--- config.mk ---
export PLATFORM = sky130hd
export DESIGN_NAME = ist_ram
export DESIGN_NICKNAME = d
export VERILOG_FILES = /design/src/hdl/ist_ram.sv
export SDC_FILE = /design/constraint.sdc
export NUM_CORES = 2
export LEC_CHECK = 0
export BUFFER_PORTS_ARGS = -buffer_cell sky130_fd_sc_hd__buf_2
export CAP_MARGIN = 40
export CORE_MARGIN = 10
export CORE_UTILIZATION = 45
export CTS_CLUSTER_SIZE = 40
export DETAILED_ROUTE_END_ITERATION = 8
export PLACE_DENSITY = 0.69
export SYNTH_ARGS = -nofsm -noshare
export SYNTH_HDL_FRONTEND = slang
export SYNTH_SLANG_ARGS = --single-unit
--- constraint.sdc ---
create_clock -name clk -period 9 [get_ports clk]
set_input_delay 1.35 -clock clk [delete_from_list [all_inputs] [get_ports clk]]
set_output_delay 1.35 -clock clk [all_outputs]
set_load 0.05 [all_outputs]
--- src/hdl/ist_ram.sv ---
// Simple dual-port synchronous RAM with registered read data.
module ist_ram #(
  parameter int DEPTH = 64,
  parameter int WIDTH = 64
) (
  input  logic                     clk,
  input  logic                     rd_en,
  input  logic [$clog2(DEPTH)-1:0] rd_addr,
  output logic [WIDTH-1:0]         rd_data,
  input  logic                     wr_en,
  input  logic [$clog2(DEPTH)-1:0] wr_addr,
  input  logic [WIDTH-1:0]         wr_data
);

  logic [WIDTH-1:0] mem [DEPTH];
  logic [WIDTH-1:0] rd_data_r;

  always_ff @(posedge clk) begin
    if (wr_en) begin
      mem[wr_addr] <= wr_data;
    end
    if (rd_en) begin
      rd_data_r <= mem[rd_addr];
    end
  end

  assign rd_data = rd_data_r;

endmodule

After elaboration in Yosys (flattened, before gate mapping) --
Memories as Yosys holds them, arrays and structs flattened. A register that Yosys moved wholly into a read port is not among the register bits. Index checks and enable logic that the tools add are counted. W data, S select, Z words.
Storage, ports and cells: bits in read-only memories 0, memory bits (writable) 4096, output and inout port bits 64, input bits 79, word-level logic and storage cells 3, flip-flop bits (word level) 0, memories 1, latch bits 0
Memories:
- mem | depth 64, bits a word 64, rd ports 1, clocked after memory_dff 1, wr ports 1, RTL line 15 | logic [WIDTH-1:0] mem [DEPTH];
Operators by class: bitwise logic cells 0, div/mod/pow operators 0, $mul 0, equality and inequality tests 0, magnitude comparators 0, muxes and demuxes 2, reduce and logical (&&, ||, !) cells 0, add/sub/neg operators 0, shift operators 0
Operator list (number):
- $mux W1 | 2

Logic depth before layout (Yosys ltp) --
word-level depth 2, mapped depth 9, depth with buffers taken out 5

Least setup slack after synthesis --
OpenSTA, ideal clock, no wires.
path type input -> register, from input wr_addr[3], to memory mem[48][0], enable pin, stages on the path 4, path buffers 1, library setup time 0.564 ns, path slack 2.214 ns, arrival time 6.222 ns, required time 8.436 ns, cells stage by stage clkbuf_1 nor2b_1 nand4b_1 nor3_1
RTL lines:
- from (decl) | RTL line 11 | input logic [$clog2(DEPTH)-1:0] wr_addr,
- to (decl) | RTL line 15
No word-level cell before the write port.

==> impl_metrics.json <==
{
  "netSwitchingFraction": 0.209,
  "die_area_um2": 373000,
  "startpoint_type": "primary input",
  "die_h_um": 611,
  "cp_max_fo": 98,
  "synth_cells": 6598,
  "p_leak_nw": 55.8,
  "antenna_left": 0,
  "synth_top_cell_area_share": 0.796,
  "reg2reg_from": "mem[12][42]$_DFFE_PP_",
  "p_seq_frac": 0.536,
  "grt_max_degree": 113,
  "routabilityCongestion": 0.762,
  "min_period_over_period": 0.446,
  "synth_area_leaders": "edfxtp_1 80%, mux4_2 15%, mux2i_1 0.86%, a22oi_1 0.80%, buf_2 0.54%",
  "drive_gt1_frac": 0.287,
  "finalSetupTns_ns": 0,
  "async_reset_ff_frac": 0,
  "path_common_cell": "buf_4",
  "pre_cts_ws_ns": 3.95,
  "synthesis.area_um2": 157000,
  "arrival_ns": 4.63,
  "hp-class": "in2reg",
  "fp.dieW_um": 611,
  "tritoncts": "yes",
  "path_cells": "buf_12 > buf_4 > buf_4 > mux4_2 > mux2i_1 > o22ai_1 > a31oi_1 > a211oi_1",
  "clkPwrFrac": 0.415,
  "ctsHoldBuffers": 0,
  "grt_pass1_wl_um": 598000,
  "grt-ovfl-total": 0,
  "drc": 0,
  "power.share.combinational": 0.049,
  "cts_resized": 0,
  "startpoint": "rd_addr[0]",
  "yosysMostFrequentCell": "edfxtp_1",
  "crit_path_max_incr_delay_ns": 0.77,
  "crit_slowest_cell": "buf_4",
  "rows": 216,
  "cts-root-buf": "clkbuf_16",
  "h-tree-depth": 5,
  "via_per_inst": 6.42,
  "yosysWarnings": 0,
  "ys_seq_elements": 4160,
  "routedWlPerCell_um": 35.5,
  "start_util": 0.453,
  "grt_pass1_vias": 77300,
  "timing.slew.headroom": 0.252,
  "synth_area_per_cell_um2": 23.8,
  "finalSetupViolations": 0,
  "cts_setup_buffers": 0,
  "ir_drop_mv": 0.197,
  "finalMaxSlewViolations": 0,
  "io_buffers": 142,
  "min_from": "wr_data[59]",
  "drv_cap": 0,
  "finalWirelength_um": 425000,
  "fmax_mhz": 249,
  "status": "finished clean",
  "ios": 143,
  "cts_buffers": 400,
  "crit_path_end_kind": "register",
  "crit_required_ns": 9.62,
  "grt_use_total": 0.223,
  "core_um2": 347000,
  "drt_iter0_drc": 11400,
  "synth_common_cells": "4160 x edfxtp_1, 1024 x mux4_2, 170 x buf_2, 168 x a22oi_1, 140 x clkbuf_1",
  "layout.nets": 7146,
  "hold_violations": 0,
  "ys.flop_type": "edfxtp_1",
  "synth-seq-area-share": 0.796,
  "yosys.area.top_type": "edfxtp_1",
  "setup.worst_path.class": "in2reg",
  "p_switching_mw": 8.41,
  "synth-edff-count": 4160,
  "insertion_delay_ns": 0.94,
  "p_per_area_nw_per_um2": 224,
  "cts_buffer_depth": 4,
  "clkTransAtPathRegs_ns": 0.06,
  "cellInternalPower_mw": 31.8,
  "antenna_found_initial": 35,
  "final.setup.worst_slack_ns": 4.99,
  "synthesis.nets": 6677,
  "fin_skew_ns": 0.0757,
  "dp_hpwl_um": 226000,
  "drtPass1Iterations": 8,
  "worstMarginPinSlew_ns": 1.12,
  "rsz0062_at_grt": "no",
  "syn_to_final_growth_pct": 14.5,
  "clock_sinks": 4160,
  "routed-via-count": 76900,
  "synth_cell_types": 32,
  "layout_min_cycle_time_ns": 4.01
}
[kinds of logic after synthesis]
kind of cell    share of synthesized area
flops                               0.796
mux                                 0.156
compound gates                     0.0247
buf+inv                            0.0118
simple gates                       0.0123
[cells in the final DEF (no fill, tap or decap), drive strengths merged, types with 63 or more instances in the layout]
cell	synthesis	layout
a211oi	63	63
clkinv	0	168
clkbuf	140	478
o22ai	83	83
nor2	112	112
mux2i	135	135
and3	64	64
a22oi	168	168
mux4	1024	1024
buf	230	437
a22o	88	88
edfxtp	4160	4160
[registers in the layout, summed over array words and instances, names as in the netlist]
| signal | cells |
|---|---|
| mem | 4096 |
| rd_data | 64 |
[layer usage]
layer | track usage | part of all wire | vias to the layer above
met3 | 0.0463 | 0.11 | 909
met1 | 0.302 | 0.36 | 41400
li1 | - | - | 29500
met2 | 0.362 | 0.49 | 5049
met5 | 0 | 0.00023 | -
met4 | 0.0818 | 0.041 | 16
[cell type report]
| cell class | instances | area, um^2 |
|---|---|---|
| diodes | 19 | 47.5 |
| clock buffers | 478 | 10400 |
| clock inverters | 237 | 2460 |
| fillers | 25700 | 167000 |
| inverters | 19 | 71.3 |
| multi-input cells | 2049 | 30800 |
| flip-flops and latches | 4160 | 125000 |
| well taps | 4578 | 5730 |
| repair buffers | 437 | 5390 |
[per-stage QoR]
step	instances	util	hold slack (ns)	power (mW)	cell area [um^2]
global route	12000	0.518	0.624	41.2	180000
finish	12000	0.519	0.652	40.2	180000
floorplan	6598	-	0.865	23.0	157000
CTS	11900	0.518	0.624	40.4	179000
detailed placement	11200	0.480	0.900	23.9	167000
global placement	11100	0.473	0.894	23.8	164000
[power groups by stage]
stage	combinational [mW]	clock, mW	sequential [mW]
final	1.95	16.7	21.6
after global routing	2.05	17.6	21.6
after CTS	1.94	16.8	21.6
after detailed placement	1.93	0	22.0
after global placement	1.82	0	22.0
after floorplan	1.00	0	22.0
[critical path: cells and delay by family]
| kind | cells | cell delay [ns] |
|---|---|---|
| AO/OA/AOI/OAI | 3 | 0.42 |
| buffers and inverters | 3 | 1.72 |
| multiplexers | 2 | 0.75 |
[worst paths after layout]
| kind | to | slack [ns] | cells past startpoint |
|---|---|---|---|
| worst min-delay path | mem[29][59]$_DFFE_PP_ | 0.65 | 1 |
| worst min register to register | rd_data[10]$_DFFE_PP_ | 0.91 | 4 |
| worst max-delay path | rd_data[17]$_DFFE_PP_ | 4.99 | 8 |
| worst max register to register | rd_data[42]$_DFFE_PP_ | 6.65 | 5 |
Note: power is estimated with default switching activity, not from simulation.
