[src/hdl/ist_pkg.sv]
// Shared types, constants and codes for the interval set table.
package ist_pkg;

  localparam int CAPACITY  = 64;
  localparam int TIME_BITS = 32;
  localparam int ADDR_W    = $clog2(CAPACITY);
  localparam int CNT_W     = $clog2(CAPACITY + 1);

  typedef logic [TIME_BITS-1:0] tick_t;
  typedef logic [CNT_W-1:0]     cnt_t;
  typedef logic [ADDR_W-1:0]    addr_t;
  typedef logic [1:0]           status_t;

  localparam status_t ST_DONE  = 2'd0;
  localparam status_t ST_EMPTY = 2'd1;
  localparam status_t ST_FULL  = 2'd2;

  typedef enum logic [1:0] {
    OP_INSERT   = 2'd0,
    OP_ERASE    = 2'd1,
    OP_CONTAINS = 2'd2,
    OP_BOUNDS   = 2'd3
  } op_t;

  typedef enum logic [3:0] {
    S_IDLE,
    S_SCAN,
    S_DECIDE,
    S_MOVE,
    S_WRNEW,
    S_BND0,
    S_BND1,
    S_BND2,
    S_RESP
  } seq_state_t;

  // One stored range, begin in the low half.
  typedef struct packed {
    tick_t stop;
    tick_t start;
  } entry_t;

  // Memory port controls driven by the sequencer.
  typedef struct packed {
    logic  rd_en;
    addr_t rd_addr;
    logic  wr_en;
    addr_t wr_addr;
  } mem_ctl_t;

  typedef struct packed {
    status_t status;
    logic    hit;
    tick_t   rb;
    tick_t   re;
    cnt_t    count;
  } result_t;

endpackage

[src/hdl/ist_seq.sv]
// Operation sequencer: scans the sorted table and, for insert and erase, shifts and rewrites it.
module ist_seq (
  input  logic              clk,
  input  logic              rst_n,
  input  logic              start,
  input  ist_pkg::op_t      op,
  input  ist_pkg::tick_t    b_in,
  input  ist_pkg::tick_t    e_in,
  output logic              ready,
  output logic              res_valid,
  input  logic              res_ready,
  output ist_pkg::result_t  res,
  output ist_pkg::mem_ctl_t mem_ctl,
  output ist_pkg::entry_t   wr_data,
  input  ist_pkg::entry_t   rd_data
);
  import ist_pkg::*;

  seq_state_t state_r, state_nxt;
  op_t     op_r, op_nxt;
  tick_t   b_r, b_nxt, e_r, e_nxt;
  cnt_t    cnt_r, cnt_nxt;
  cnt_t    idx_r, idx_nxt;
  logic    sv_r, sv_nxt;
  cnt_t    si_r, si_nxt;
  logic    qf_r, qf_nxt;
  cnt_t    qi_r, qi_nxt;
  tick_t   qs_r, qs_nxt, qt_r, qt_nxt;
  logic    past_r, past_nxt;
  logic    stop_r, stop_nxt;
  logic    lq_r, lq_nxt;
  logic    cov_r, cov_nxt;
  cnt_t    lo_r, lo_nxt, hi_r, hi_nxt;
  tick_t   ext_r, ext_nxt;
  logic [1:0] n_r, n_nxt;
  entry_t  new0_r, new0_nxt, new1_r, new1_nxt;
  cnt_t    left_r, left_nxt;
  logic    up_r, up_nxt;
  logic    mv_v_r, mv_v_nxt;
  cnt_t    mv_src_r, mv_src_nxt;
  logic    wn_r, wn_nxt;
  status_t st_r, st_nxt;
  logic    hit_r, hit_nxt;
  tick_t   rb_r, rb_nxt, re_r, re_nxt;

  always_ff @(posedge clk) begin
    if (!rst_n) begin
      state_r <= S_IDLE;
      cnt_r   <= '0;
      sv_r    <= 1'b0;
      mv_v_r  <= 1'b0;
    end else begin
      state_r <= state_nxt;
      cnt_r   <= cnt_nxt;
      sv_r    <= sv_nxt;
      mv_v_r  <= mv_v_nxt;
    end
  end

  always_ff @(posedge clk) begin
    op_r     <= op_nxt;
    b_r      <= b_nxt;
    e_r      <= e_nxt;
    idx_r    <= idx_nxt;
    si_r     <= si_nxt;
    qf_r     <= qf_nxt;
    qi_r     <= qi_nxt;
    qs_r     <= qs_nxt;
    qt_r     <= qt_nxt;
    past_r   <= past_nxt;
    stop_r   <= stop_nxt;
    lq_r     <= lq_nxt;
    cov_r    <= cov_nxt;
    lo_r     <= lo_nxt;
    hi_r     <= hi_nxt;
    ext_r    <= ext_nxt;
    n_r      <= n_nxt;
    new0_r   <= new0_nxt;
    new1_r   <= new1_nxt;
    left_r   <= left_nxt;
    up_r     <= up_nxt;
    mv_src_r <= mv_src_nxt;
    wn_r     <= wn_nxt;
    st_r     <= st_nxt;
    hit_r    <= hit_nxt;
    rb_r     <= rb_nxt;
    re_r     <= re_nxt;
  end

  always_comb begin
    cnt_t  p;
    logic  i_lq, i_cov;
    cnt_t  i_lo, i_hi;
    tick_t i_ext;
    logic  c_lq, c_cov, c_stop;
    cnt_t  c_lo, c_hi, span;
    tick_t c_ext;
    logic  left_cut, right_cut;
    logic [1:0] n_new;
    logic [CNT_W:0] ncnt;

    state_nxt  = state_r;
    op_nxt     = op_r;
    b_nxt      = b_r;
    e_nxt      = e_r;
    cnt_nxt    = cnt_r;
    idx_nxt    = idx_r;
    sv_nxt     = 1'b0;
    si_nxt     = si_r;
    qf_nxt     = qf_r;
    qi_nxt     = qi_r;
    qs_nxt     = qs_r;
    qt_nxt     = qt_r;
    past_nxt   = past_r;
    stop_nxt   = stop_r;
    lq_nxt     = lq_r;
    cov_nxt    = cov_r;
    lo_nxt     = lo_r;
    hi_nxt     = hi_r;
    ext_nxt    = ext_r;
    n_nxt      = n_r;
    new0_nxt   = new0_r;
    new1_nxt   = new1_r;
    left_nxt   = left_r;
    up_nxt     = up_r;
    mv_v_nxt   = 1'b0;
    mv_src_nxt = mv_src_r;
    wn_nxt     = wn_r;
    st_nxt     = st_r;
    hit_nxt    = hit_r;
    rb_nxt     = rb_r;
    re_nxt     = re_r;
    ready      = 1'b0;
    res_valid  = 1'b0;
    mem_ctl    = '0;
    wr_data    = new0_r;

    // Starting point of the merge or cut run, given the first index p
    // whose begin lies above the request begin.
    p = (state_r == S_DECIDE) ? cnt_r : si_r;
    if (op_r == OP_INSERT) begin
      i_cov = qf_r && (qt_r >= e_r);
      i_lq  = qf_r && (qt_r >= b_r);
      i_ext = e_r;
    end else begin
      i_cov = 1'b0;
      i_lq  = qf_r && (qt_r > b_r);
      i_ext = qt_r;
    end
    i_lo = i_lq ? qi_r : p;
    i_hi = i_lq ? qi_r + cnt_t'(1) : p;

    c_lq   = past_r ? lq_r   : i_lq;
    c_cov  = past_r ? cov_r  : i_cov;
    c_lo   = past_r ? lo_r   : i_lo;
    c_hi   = past_r ? hi_r   : i_hi;
    c_ext  = past_r ? ext_r  : i_ext;
    c_stop = past_r ? stop_r : i_cov;
    span   = c_hi - c_lo;
    left_cut  = c_lq && (qs_r < b_r);
    right_cut = c_ext > e_r;
    n_new     = {1'b0, left_cut} + {1'b0, right_cut};
    ncnt      = {1'b0, cnt_r} - {1'b0, span} + (CNT_W+1)'(n_new);

    case (state_r)
      S_IDLE: begin
        ready = 1'b1;
        if (start) begin
          op_nxt   = op;
          b_nxt    = b_in;
          e_nxt    = e_in;
          idx_nxt  = '0;
          qf_nxt   = 1'b0;
          past_nxt = 1'b0;
          stop_nxt = 1'b0;
          st_nxt   = ST_DONE;
          hit_nxt  = 1'b0;
          rb_nxt   = '0;
          re_nxt   = '0;
          if ((op == OP_INSERT || op == OP_ERASE) && b_in >= e_in) begin
            st_nxt    = ST_EMPTY;
            state_nxt = S_RESP;
          end else if (op == OP_BOUNDS) begin
            state_nxt = S_BND0;
          end else begin
            state_nxt = S_SCAN;
          end
        end
      end

      S_SCAN: begin
        if (idx_r < cnt_r) begin
          mem_ctl.rd_en   = 1'b1;
          mem_ctl.rd_addr = idx_r[ADDR_W-1:0];
          idx_nxt         = idx_r + cnt_t'(1);
          sv_nxt          = 1'b1;
          si_nxt          = idx_r;
        end else if (!sv_r) begin
          state_nxt = S_DECIDE;
        end
        if (sv_r) begin
          if (!past_r && rd_data.start <= b_r) begin
            qf_nxt = 1'b1;
            qi_nxt = si_r;
            qs_nxt = rd_data.start;
            qt_nxt = rd_data.stop;
          end else begin
            past_nxt = 1'b1;
            lq_nxt   = c_lq;
            cov_nxt  = c_cov;
            lo_nxt   = c_lo;
            hi_nxt   = c_hi;
            ext_nxt  = c_ext;
            stop_nxt = c_stop;
            if (!c_stop) begin
              if (op_r == OP_INSERT) begin
                if (rd_data.start <= c_ext) begin
                  if (rd_data.stop > c_ext) begin
                    ext_nxt = rd_data.stop;
                  end
                  hi_nxt = si_r + cnt_t'(1);
                end else begin
                  stop_nxt = 1'b1;
                end
              end else begin
                if (rd_data.start < e_r) begin
                  ext_nxt = rd_data.stop;
                  hi_nxt  = si_r + cnt_t'(1);
                end else begin
                  stop_nxt = 1'b1;
                end
              end
            end
          end
        end
      end

      S_DECIDE: begin
        state_nxt = S_RESP;
        lo_nxt    = c_lo;
        hi_nxt    = c_hi;
        left_nxt  = cnt_r - c_hi;
        wn_nxt    = 1'b0;
        case (op_r)
          OP_CONTAINS: begin
            hit_nxt = qf_r && (qt_r > b_r);
          end
          OP_INSERT: begin
            if (c_cov) begin
              rb_nxt = qs_r;
              re_nxt = qt_r;
            end else if (span == '0 && cnt_r >= cnt_t'(CAPACITY)) begin
              st_nxt = ST_FULL;
            end else begin
              n_nxt          = 2'd1;
              new0_nxt.start = c_lq ? qs_r : b_r;
              new0_nxt.stop  = c_ext;
              rb_nxt         = c_lq ? qs_r : b_r;
              re_nxt         = c_ext;
              up_nxt         = (span == '0);
              idx_nxt        = (span == '0) ? cnt_r - cnt_t'(1) : c_hi;
              state_nxt      = S_MOVE;
            end
          end
          OP_ERASE: begin
            if (span != '0) begin
              if (ncnt > (CNT_W+1)'(CAPACITY)) begin
                st_nxt = ST_FULL;
              end else begin
                n_nxt          = n_new;
                new0_nxt.start = left_cut ? qs_r : e_r;
                new0_nxt.stop  = left_cut ? b_r : c_ext;
                new1_nxt.start = e_r;
                new1_nxt.stop  = c_ext;
                up_nxt         = ({1'b0, n_new} > {1'b0, span});
                idx_nxt        = ({1'b0, n_new} > {1'b0, span}) ?
                                 cnt_r - cnt_t'(1) : c_hi;
                state_nxt      = S_MOVE;
              end
            end
          end
          default: begin
          end
        endcase
      end

      S_MOVE: begin
        // Reads run one entry ahead of the writes; the direction keeps
        // every write clear of entries not yet read.
        if (left_r != '0) begin
          mem_ctl.rd_en   = 1'b1;
          mem_ctl.rd_addr = idx_r[ADDR_W-1:0];
          idx_nxt         = up_r ? idx_r - cnt_t'(1) : idx_r + cnt_t'(1);
          left_nxt        = left_r - cnt_t'(1);
          mv_v_nxt        = 1'b1;
          mv_src_nxt      = idx_r;
        end else if (!mv_v_r) begin
          state_nxt = S_WRNEW;
        end
        if (mv_v_r) begin
          mem_ctl.wr_en   = 1'b1;
          mem_ctl.wr_addr = ADDR_W'(mv_src_r - hi_r + lo_r + cnt_t'(n_r));
          wr_data         = rd_data;
        end
      end

      S_WRNEW: begin
        if (n_r != 2'd0) begin
          mem_ctl.wr_en   = 1'b1;
          mem_ctl.wr_addr = ADDR_W'(lo_r + cnt_t'(wn_r));
          wr_data         = wn_r ? new1_r : new0_r;
        end
        if (n_r == 2'd0 || {1'b0, wn_r} == n_r - 2'd1) begin
          cnt_nxt   = cnt_r - (hi_r - lo_r) + cnt_t'(n_r);
          state_nxt = S_RESP;
        end else begin
          wn_nxt = 1'b1;
        end
      end

      S_BND0: begin
        if (cnt_r == '0) begin
          state_nxt = S_RESP;
        end else begin
          mem_ctl.rd_en   = 1'b1;
          mem_ctl.rd_addr = '0;
          state_nxt       = S_BND1;
        end
      end

      S_BND1: begin
        mem_ctl.rd_en   = 1'b1;
        mem_ctl.rd_addr = ADDR_W'(cnt_r - cnt_t'(1));
        rb_nxt          = rd_data.start;
        state_nxt       = S_BND2;
      end

      S_BND2: begin
        re_nxt    = rd_data.stop;
        state_nxt = S_RESP;
      end

      S_RESP: begin
        res_valid = 1'b1;
        if (res_ready) begin
          state_nxt = S_IDLE;
        end
      end

      default: begin
        state_nxt = S_IDLE;
      end
    endcase
  end

  assign res.status = st_r;
  assign res.hit    = hit_r;
  assign res.rb     = rb_r;
  assign res.re     = re_r;
  assign res.count  = cnt_r;

endmodule

[config.mk]
export PLATFORM = sky130hd
export DESIGN_NAME = ist_seq
export DESIGN_NICKNAME = d
export VERILOG_FILES = /design/src/hdl/ist_pkg.sv /design/src/hdl/ist_seq.sv
export SDC_FILE = /design/constraint.sdc
export NUM_CORES = 1
export LEC_CHECK = 0
export BUFFER_PORTS_ARGS = -buffer_cell sky130_fd_sc_hd__buf_2
export CAP_MARGIN = 20
export CORE_UTILIZATION = 44
export DETAILED_ROUTE_END_ITERATION = 16
export GPL_ROUTABILITY_DRIVEN = 1
export GPL_TIMING_DRIVEN = 0
export PLACE_DENSITY = 0.68
export SLEW_MARGIN = 15
export SYNTH_ARGS = -nofsm -noshare
export SYNTH_HDL_FRONTEND = slang
export SYNTH_SLANG_ARGS = --single-unit
[constraint.sdc]
create_clock -name clk -period 24.9 [get_ports clk]
set_input_delay 4.98 -clock clk [delete_from_list [all_inputs] [get_ports clk]]
set_output_delay 4.98 -clock clk [all_outputs]
set_load 0.02 [all_outputs]
* Yosys cells after proc, flatten, opt, wreduce, memory -nomap -nowiden *
Index checks and enable logic that the tools add are counted.
W data, S select, Z words.

word-level totals
  register bits = 427
  bits in latches = 0
  RAM bits = 0
  memory bits (read-only) = 0
  bits of input ports = 134
  memories = 0

cells by class
  add/subtract/negate cells = 19
  multipliers = 0
  divide/modulo/power cells = 0
  $lt $le $gt $ge = 14
  eq/ne operators = 40
  shift-type cells = 0
  muxes and demuxes = 125
  bitwise logic cells = 2
  reductions and logical operators = 49

operators with widths
  cell                   count
  $mux W32               17
  $mux W64               7
  $pmux W64 S2           2
  $mux W7                29
  $pmux W32 S3           2
  $ge A32 B32 Y1         3
  $gt A32 B32 Y1         3
  $pmux W7 S2            5
  $le A32 B32 Y1         2
  $lt A32 B32 Y1         2
  $pmux W7 S4            2
  $mux W4                13
  $pmux W4 S9            1
  $ne A2 B2 Y1 const B   17
  $sub A7 B7 Y7          4
  $mux W1                27
  $add A7 B1 Y7 const B  3
  $sub A7 B1 Y7 const B  3
  $reduce_and A4 Y1      5
  $mux W2                9
  $ne A3 B3 Y1 const B   6
  $eq A4 B3 Y1 const B   4
  $reduce_and A2 Y1      8
  $logic_not A7 Y1       2
  40 further kinds       73

* Longest topological paths before layout *
  depth after elaboration = 13
  depth in mapped cells = 34

* Worst setup path after synthesis *
OpenSTA, ideal clock, no wires.

  path type = input to register
  from = input rd_data[9] (netlist name)
  to = register qf_r, enable pin
  library setup time = 308 ps
  data arrival time = 10,553 ps
  slack = 14,039 ps
  cell stages on the path = 11
  path buffers = 0
  cell sequence = ha_1 -> a21o_1 -> a21o_1 -> a21o_1 -> a21o_1 -> a21o_1 -> a21oi_1 -> nor2_1 -> or3_1 -> a21oi_1 -> or2_2

on the way
  cells in the longest elaborated chain, start to end = 4

ends and longest elaborated chain
  item                         RTL line        source
  start, declared              ist_seq.sv:15   input ist_pkg::entry_t rd_data
  $le A32 B32 Y1               ist_seq.sv:202  if (!past_r && rd_data.start <= b_r) begin
  $logic_and A1 B1 Y1          ist_seq.sv:202
  $ne A2 B2 Y1 (no line)       -
  $reduce_and A4 Y1 (no line)  -
  end signal, assigned         ist_seq.sv:66   qf_r <= qf_nxt;
  end, declared                ist_seq.sv:26   logic qf_r, qf_nxt;

Every way passes these cells.
A chain may end at the register's enable or synchronous reset.

==> metrics.txt <==
ys flop type=edfxtp_1; Post-CTS Hold Buffers=0; area leader, netlist=edfxtp_1; syn avg cell area=10.52 sq um; largest fanout on the critical path=5; DRT Pass-1 Iters=8; DR WL/cell=26.69 um; RSZ-0062 raised after global routing=false; Tcrit/Tclk final=43.92%; Hold Crit Class=reg -> reg; placed cells=3798; placed wire-length estimate=80.56 mm; final hold vios=0; I/O Buffers=287; fmax=91.43 MHz; # DRC=0; CTS Buf Count=51; first-pass GRT wire length=150.6 mm; Slew HR=26.20%; H-tree depth=2; Synth Net Count=3150; crit path time final=10.94 ns; leakage=0.01415 uW; # setup viols final=0; CTS resizes=0; worst hold slack=0.5294 ns; CTS root buf=clkbuf_16; Clk Latency, worst-skew pair=0.63 ns; Die W=253.8 um; Synth warnings=0; max-cap violations=0; # fillers=5606; share of cells above drive strength 1=15.62%; Max Transition Viols Final=0; CTS tree=done; critical path class=in -> out; Startpoint Class=primary input; clk buf depth=3; core area=0.06217 sq mm; Final Total Pwr=3325 uW; 1st-iter DRT viols=2480; remaining global-route overflow=0; antenna violations before repair=4; synth cell count leaders=edfxtp_1, ha_1, nand2_1; setup bufs post-CTS=0; Reg area=0.01269 sq mm; outcome=finished clean; number of global-route vias before repair=23110; Worst Skew=0.04467 ns; Layout Utilization=52.04%; asr flop ratio synth=0%; via count=23480; power density cells=102.8 mW/mm^2; RD Place Congestion=0.9626; Synth top area share=44.58%; count leader, synth=edfxtp_1; die area=0.06440 sq mm; footprint of the multi-input gates=0.01399 sq mm; crit path DAT=5.96 ns; Rows=91; Cells after Synth=2651; TritonCTS sink count=427; antenna viol nets, final=0; CP required=19.92 ns; crit end category=primary output; Peak VDD IR=59.92 uV; Area Overhead vs Synth=16.01%; TNS Setup=0 ns; post-synthesis register bit count=427; Netlist Area Pre-Place=0.02789 sq mm; largest net degree at the start of global routing=39; Vias per Instance=6.029; Die H=253.8 um; drt total wl=104.0 mm; Reg clk slew, reported paths=0.06 ns; number of synthesized flops with an enable pin=414; largest cells by area after synthesis=edfxtp_1, ha_1, nand2_1; Non-Filler Instances=3895; post-synthesis cell type count=78; nets=3513; GRT Util Overall=32.07%; Initial Util=44.86%; worst-margin pin slew=1.103 ns; I/O Pins=288; Seq/Total Area, Yosys=45.51%
per-layer routing:
layer / global-route usage, % / wire length (um) / vias to the layer above
li1: - / - / 10510
met1: 42.81 / 42810 / 11510
met2: 51.84 / 47920 / 1247
met3: 5.664 / 9255 / 222
met4: 12.10 / 3983 / 0
met5: 0 / 0 / -
logic make-up after synthesis:
group / synth area share, %
fa+ha+maj: 16.89
simple gates: 11.07
buf+inv: 4.486
mux: 4.572
xor+xnor: 1.570
compound gates: 15.91
flops: 45.51
area by class of cell:
class	instances	area share, %
timing repair buffer	310	5.441
clock inverter	19	0.5414
buffer	93	1.315
inverter	220	2.560
tap	837	3.237
multi-input combinational	1911	43.24
clock buffer	74	4.401
sequential	427	39.23
antenna	4	0.03094
power by group:
group | total, uW | switching, uW | internal (uW)
clock | 737 | 319 | 418
combinational | 1540 | 968 | 571
sequential | 1050 | 89.7 | 959
flip-flops by register name, summed over array words and instances, names as in the netlist, 4 cells and up:
signal,cells
re_r,32
state_r,4
mv_src_r,6
hi_r,7
qt_r,32
new1_r,64
b_r,32
rb_r,32
qs_r,32
lo_r,7
e_r,32
left_r,7
ext_r,32
idx_r,7
si_r,7
qi_r,7
cnt_r,7
new0_r,64
final timing paths:
| path | to | from | depth (start not counted) | slack [ns] |
|---|---|---|---|---|
| worst min-delay path | qi_r[1]$_DFFE_PP_ | si_r[1]$_DFFE_PP_ | 0 | 0.53 |
| worst max register to register | new1_r[15]$_DFFE_PP_ | op_r[1]$_DFFE_PP_ | 36 | 14.93 |
| worst min register to register | qi_r[1]$_DFFE_PP_ | si_r[1]$_DFFE_PP_ | 0 | 0.53 |
| worst max-delay path | wr_data[55] | rd_data[55] | 4 | 13.96 |
worst max-delay path: stages:
cell	delay, ns
buf_2	0.18
o22ai_1	0.11
nor2_1	0.42
buf_2	0.26
per-stage QoR:
stage	worst slack (ns)	area (sq um)
CTS	14.04	32340
detailed placement	14.04	30740
floorplan	14.04	27890
global route	13.99	32350
finish	13.96	32350
global placement	7.833	30370
cell usage in the layout (no fill, tap or decap), types with 52 or more instances in the layout:
master,synthesis,layout
clkbuf_16,0,52
a21o_1,109,109
buf_2,22,313
inv_1,220,218
nor2_1,121,120
edfxtp_1,414,414
clkbuf_1,56,74
ha_1,346,346
a21oi_1,152,151
a22oi_1,58,58
o21ai_0,187,187
mux2i_1,88,88
nand2_1,344,344
(Power assumes the default switching activity.)
